==> src/hdl/cfd_pkg.sv <==
// ----------------------------------------------------------------------------
// cfd_pkg: shared types and constants for the complex FIR decimator
// Widths, opcodes, cell-to-cell structs and the output round/saturate helper.
// ----------------------------------------------------------------------------
`default_nettype none

package cfd_pkg;

    localparam int NUM_TAPS = 32;
    localparam int SMP_W    = 16;
    localparam int COEF_W   = 16;
    localparam int IDX_W    = 5;
    localparam int DEC_W    = 5;
    localparam int PHASE_W  = 4;
    localparam int FRAC_W   = 15;
    localparam int PROD_W   = SMP_W + COEF_W;
    localparam int ACC_W    = PROD_W + $clog2(NUM_TAPS) + 1;
    localparam int DEC_MAX  = 16;

    localparam logic signed [ACC_W-1:0] RND_OFS = ACC_W'(2 ** (FRAC_W - 1));
    localparam logic signed [ACC_W-1:0] SAT_HI  = ACC_W'(2 ** (SMP_W - 1) - 1);
    localparam logic signed [ACC_W-1:0] SAT_LO  = ~SAT_HI;

    typedef enum logic {
        OP_SAMPLE = 1'b0,
        OP_COEF   = 1'b1
    } t_op;

    typedef struct packed {
        logic signed [SMP_W-1:0] i;
        logic signed [SMP_W-1:0] q;
    } t_iq;

    typedef struct packed {
        logic                    vld;
        logic signed [ACC_W-1:0] acc_i;
        logic signed [ACC_W-1:0] acc_q;
    } t_psum;

    typedef struct packed {
        logic signed [SMP_W-1:0] val;
        logic                    clip;
    } t_sat;

    // round half up, floor shift, saturate to SMP_W bits
    function automatic t_sat sat_q15(input logic signed [ACC_W-1:0] acc);
        logic signed [ACC_W-1:0] shf;
        t_sat                    res;
        shf = (acc + RND_OFS) >>> FRAC_W;
        if (shf > SAT_HI) begin
            res.val  = SAT_HI[SMP_W-1:0];
            res.clip = 1'b1;
        end else if (shf < SAT_LO) begin
            res.val  = SAT_LO[SMP_W-1:0];
            res.clip = 1'b1;
        end else begin
            res.val  = shf[SMP_W-1:0];
            res.clip = 1'b0;
        end
        return res;
    endfunction

endpackage

`default_nettype wire

==> src/hdl/cfd_cell.sv <==
// ----------------------------------------------------------------------------
// cfd_cell: one tap of the complex FIR chain
// Holds one window sample and one coefficient; adds its product into the
// partial sum passing from the previous cell.
// ----------------------------------------------------------------------------
`default_nettype none

module cfd_cell (
    input  wire logic                          i_clk,
    input  wire logic                          i_rst_n,
    input  wire logic                          i_shift,
    input  wire cfd_pkg::t_iq                  i_smp,
    output      cfd_pkg::t_iq                  o_smp,
    input  wire logic                          i_coef_we,
    input  wire logic signed [cfd_pkg::COEF_W-1:0] i_coef,
    input  wire cfd_pkg::t_psum                i_psum,
    input  wire logic                          i_take,
    output      cfd_pkg::t_psum                o_psum
);

    cfd_pkg::t_iq                          r_smp, n_smp;
    logic signed [cfd_pkg::COEF_W-1:0]     r_coef, n_coef;
    cfd_pkg::t_psum                        r_psum, n_psum;
    logic signed [cfd_pkg::PROD_W-1:0]     w_prod_i, w_prod_q;

    assign w_prod_i = r_coef * r_smp.i;
    assign w_prod_q = r_coef * r_smp.q;

    always_comb begin
        n_smp  = i_shift ? i_smp : r_smp;
        n_coef = i_coef_we ? i_coef : r_coef;
        n_psum = r_psum;
        if (i_psum.vld) begin
            n_psum.vld   = 1'b1;
            n_psum.acc_i = i_psum.acc_i
                + {{(cfd_pkg::ACC_W-cfd_pkg::PROD_W){w_prod_i[cfd_pkg::PROD_W-1]}}, w_prod_i};
            n_psum.acc_q = i_psum.acc_q
                + {{(cfd_pkg::ACC_W-cfd_pkg::PROD_W){w_prod_q[cfd_pkg::PROD_W-1]}}, w_prod_q};
        end else if (i_take) begin
            n_psum.vld = 1'b0;
        end
    end

    always_ff @(posedge i_clk) begin
        if (!i_rst_n) begin
            r_smp      <= '0;
            r_coef     <= '0;
            r_psum.vld <= 1'b0;
        end else begin
            r_smp      <= n_smp;
            r_coef     <= n_coef;
            r_psum.vld <= n_psum.vld;
        end
        r_psum.acc_i <= n_psum.acc_i;
        r_psum.acc_q <= n_psum.acc_q;
    end

    assign o_smp  = r_smp;
    assign o_psum = r_psum;

endmodule

`default_nettype wire

==> config.mk <==
export PLATFORM = sky130hd
export DESIGN_NAME = cfd_cell
export DESIGN_NICKNAME = d
export VERILOG_FILES = /design/src/hdl/cfd_pkg.sv /design/src/hdl/cfd_cell.sv
export SDC_FILE = /design/constraint.sdc
export NUM_CORES = 2
export LEC_CHECK = 0
export BUFFER_PORTS_ARGS = -buffer_cell sky130_fd_sc_hd__buf_4
export CAP_MARGIN = 20
export CORE_ASPECT_RATIO = 1.2
export CORE_MARGIN = 2
export CORE_UTILIZATION = 30
export DETAILED_ROUTE_END_ITERATION = 16
export GPL_TIMING_DRIVEN = 0
export PLACE_DENSITY_LB_ADDON = 0.3
export SETUP_SLACK_MARGIN = 0.3
export SYNTH_ARGS = -nofsm -noshare
export SYNTH_HDL_FRONTEND = slang
export SYNTH_SLANG_ARGS = --single-unit
==> constraint.sdc <==
create_clock -name i_clk -period 10.88 [get_ports i_clk]
set_input_delay 1.088 -clock i_clk [delete_from_list [all_inputs] [get_ports i_clk]]
set_output_delay 1.088 -clock i_clk [all_outputs]
set_load 0.01 [all_outputs]
**Word level (Yosys, flattened, before mapping)**

Index checks and enable logic that the tools add are counted.

- Flip-flop bits (word level): 125

- $mul: 2
- Reductions and logical operators: 1
- Muxes and demuxes: 2
- Add/subtract/negate cells: 2

Operators by type and width:

| kind | count |
|---|---|
| 38-bit adder | 2 |
| 16-bit by 16-bit multiplier with 32-bit output | 2 |
| 1-bit 2-to-1 mux | 2 |
| 2-bit nonzero test | 1 |

**Depth between registers and ports, before layout**

- Word-level depth: 2
- Gate-level depth with buffers: 36
- Gate-level depth less buffers: 34

**Worst setup path before layout**

No wires, ideal clock.

- Kind: flip-flop to flip-flop
- From: register r_smp, in the netlist o_smp[23]
- To: register r_psum, in the netlist o_psum[72] (data pin)
- Cell stages (with the launch flop): 35
- Buffers on the path: 2
- Path slack: 2633 ps
- Data required time: 10619 ps
- Setup time: 261 ps
- Data arrival time: 7987 ps
- Cell sequence: dfxtp_1 clkbuf_1 clkbuf_1 nand2_1 fa_1 inv_1 fa_1 inv_1 fa_1 inv_1 fa_1 fa_1 inv_1 fa_1 inv_1 ha_1 a21o_1 a211o_1 a32oi_1 a21bo_2 nor4_4 o31ai_4 a21o_1 a31o_1 a21oi_2 xnor2_1 ha_1 and3_1 a21oi_1 o21ai_0 a31oi_1 a21oi_1 or3_1 a31o_2 xor2_1

- Word-level cells in the longest chain between the ends: 2

RTL lines:

| what | line | text |
|---|---|---|
| start, declared | cfd_cell.sv:21 | `cfd_pkg::t_iq r_smp, n_smp;` |
| start signal, assigned | cfd_cell.sv:50 | `r_smp <= n_smp;` |
| 16-bit by 16-bit multiplier with 32-bit output | cfd_cell.sv:26 | `assign w_prod_i = r_coef * r_smp.i;` |
| 38-bit adder | cfd_cell.sv:36 | `+ {{(cfd_pkg::ACC_W-cfd_pkg::PROD_W){w_prod_i[cfd_pkg::PROD_W-1]}}, w_prod_i};` |
| end, declared | cfd_cell.sv:23 | `cfd_pkg::t_psum r_psum, n_psum;` |

No other way between the ends.
A chain may end at the register's enable or synchronous reset.

**Final worst setup path**

- From: register r_smp, in the netlist o_smp[9]
- To: register r_psum, in the netlist o_psum[37] (data pin)

- Word-level cells in the longest chain between the ends: 2

RTL lines:

| what | line | text |
|---|---|---|
| 16-bit by 16-bit multiplier with 32-bit output | cfd_cell.sv:27 | `assign w_prod_q = r_coef * r_smp.q;` |
| 38-bit adder | cfd_cell.sv:38 | `+ {{(cfd_pkg::ACC_W-cfd_pkg::PROD_W){w_prod_q[cfd_pkg::PROD_W-1]}}, w_prod_q};` |

No other way between the ends.

==> results.toml <==
[placement]
hpwlAfterDp_um = 62100
dp.cells = 4325
place_area_um2 = 30600
gp_congestion = 0.857
port_buffers = 235

[drt]
remaining_drc_errors = 0
dr.pass1.iters = 5
vias = 20400
wire_per_inst_um = 17.0
avgViaCountPerCell = 4.67
ant_nets = 0
drtIter0Drc = 1017
routed_wirelength_um = 74200

[synthesis]
async_flop_share = 0
synth_edf_count = 76
avgSynthCellArea_um2 = 9.38
netlist-cell-type-count = 68
synth_seq_area_share = 0.119
synth_cells = 2922
synth_fp_nets = 3820
synth_ff_type = "edfxtp_1"
synth_area_um2 = 27400
ys_ff_latch = 125
synth-warning-count = 0

[global_routing]
grt_pass1_wl_um = 119000
grt_overflow = 0
antenna_found_initial = 1
use_met3 = 0.0243
top_usage_layer = "met2"
grt_max_degree = 78
met1_usage = 0.209
gr-usage-met2 = 0.293
gr-usage-all-layers = 0.166
grt_pass1_vias = 21900

[final_layout]
area_growth_pct = 14.2
fin_util = 0.345
fin_area_um2 = 31300
instances_no_fill = 4360
fin_nets = 4076
fill_cells = 9397
drive_gt1_frac = 0.0890

[floorplanning]
die_x_um = 280
design.core.area_um2 = 90700
chipHeight_um = 335
start_util = 0.302
io_pins = 239
num_rows = 121
dieArea_um2 = 93800

[clock_tree]
tritoncts = "done"
clock_latency_ns = 0.51
cts_setup_buffers = 0
path_clk_slew_ns = 0.07
cts.path.max_buffers = 2
postCtsHoldBufs = 0
numCtsBuffers = 17
clock-sinks = 125
htreeDepth = 4
cts-resized-gates = 0
root_buffer = "clkbuf_16"

[timing]
max_slew.worst_pin.slew_ns = 1.04
slew_headroom = 0.305
min_period_over_period = 0.877
tns_ns = 0
skew_ns = 0.0278
rsz0062_at_grt = "no"
hold_violations = 0
max_freq_mhz = 105
period_minus_slack_ns = 9.54
drv_slew = 0
finalSetupViolCount = 0

[status]
status = "completed"

[critical_path]
worst-path-max-fanout = 10
max_stage_delay_ns = 0.59
arrival_ns = 9.79
startpoint_type = "flip-flop"
crit_type = "flip-flop to flip-flop"
cp-end-kind = "flip-flop"
r2r_cells = 35
worst_path_max_delay_cell = "a211oi_1"
cp.required_ns = 11.13

[job]
maxCapViolations = 0

[pwr]
cellPowerDensity_nw_per_um2 = 126
ir_worst_vdd_mv = 0.0940
leakage_nw = 15.8

[hold_path]
hold_depth = 2
hold_path_class = "flip-flop to flip-flop"
## Yosys cell counts (all sizes together), types with 49 or more instances
library cell,n,share of area
a21o,65,0.018
a21oi,111,0.020
and2,238,0.054
clkbuf,101,0.014
dfxtp,49,0.036
edfxtp,76,0.083
fa,526,0.38
ha,242,0.11
inv,602,0.082
nand2,303,0.042
nor2,83,0.011
nor2b,58,0.013
o21ai,62,0.011
xnor2,102,0.033
## final timing paths
kind	slack, ns	end	start
worst max-delay path	1.34	o_psum[37]$_DFFE_PP_	o_smp[9]$_SDFFE_PN0P_
worst min-delay path	0.58	r_coef[11]$_SDFFE_PN0P_	r_coef[11]$_SDFFE_PN0P_
worst max register to register	1.34	o_psum[37]$_DFFE_PP_	o_smp[9]$_SDFFE_PN0P_
worst min register to register	0.58	r_coef[11]$_SDFFE_PN0P_	r_coef[11]$_SDFFE_PN0P_
## where the power goes
group	internal, W	switching, W
Sequential	0.000728	0.0000669
Clock	0.000331	0.000306
Combinational	0.00109	0.00141
## sequential cells by signal (all words and copies together) (netlist names)
| register | count |
|---|---|
| o_psum | 77 |
| r_coef | 16 |
| o_smp | 32 |
## stage by stage
stage	total power, W	setup slack, ns	hold WS, ns
6_report	0.00394	1.34	0.581
5_1_grt	0.00433	0.652	0.629
4_1_cts	0.00401	1.31	0.583
3_5_place_dp	0.00334	1.36	0.572
3_3_place_gp	0.00333	1.48	0.568
2_1_floorplan	0.00259	2.63	0.532
## logic make-up (layout without fill, tap and decap cells)
family / after synthesis / count (layout) / share of synthesized area
xor+xnor: 137 / 137 / 0.0443
simple gates: 794 / 794 / 0.145
flops: 125 / 125 / 0.119
other cells: 0 / 1 / 0
fa+ha+maj: 768 / 768 / 0.495
compound gates: 343 / 343 / 0.0818
buf+inv: 707 / 976 / 0.0969
mux: 48 / 48 / 0.0175
## routing by layer
| layer | up-vias | part of all wire |
|---|---|---|
| met4 | 2 | 0.021 |
| met5 | - | 0.00018 |
| met2 | 432 | 0.51 |
| met3 | 80 | 0.053 |
| met1 | 10300 | 0.42 |
| li1 | 9529 | - |
## worst max-delay path: cells and delay by family, from the launching register on
kind                     cells  cell delay, ns
buffers and inverters        8            1.35
AND/OR/NAND/NOR              4            0.64
flip-flops                   1            0.33
adder cells (fa/ha/maj)      8            3.64
AO/OA/AOI/OAI               13            3.08
XOR/XNOR                     2            0.24
## area by class of cell
cell class	count	area (um2)	share of cell area
timing repair buffer	237	1810	0.0577
tap	1168	1460	0.0467
buffer	105	395	0.0126
sequential	125	3260	0.104
inverter	602	2260	0.0722
antenna	1	2.50	0.0000800
clock buffer	17	425	0.0136
multi-input combinational	2090	21500	0.686
clock inverter	15	195	0.00624
## placed cells by master (no fill, tap or decap), drive strengths merged, types with 6 or more instances in the layout
cell / n
and2: 238
edfxtp: 76
nor2: 83
clkinv: 6
buf: 241
o21bai: 20
nand2b: 29
ha: 242
nor3b: 7
nor3: 15
nand4: 8
xor2: 34
clkbuf: 118
inv: 610
a211oi: 10
xnor2: 102
fa: 526
nor2b: 58
a31oi: 9
a21o: 65
dfxtp: 49
o21ai: 62
nand2: 303
mux2i: 48
a21oi: 111
o211ai: 8
o21a: 19
and3: 9
nand3: 30
Power figures use the tool's default switching activity.
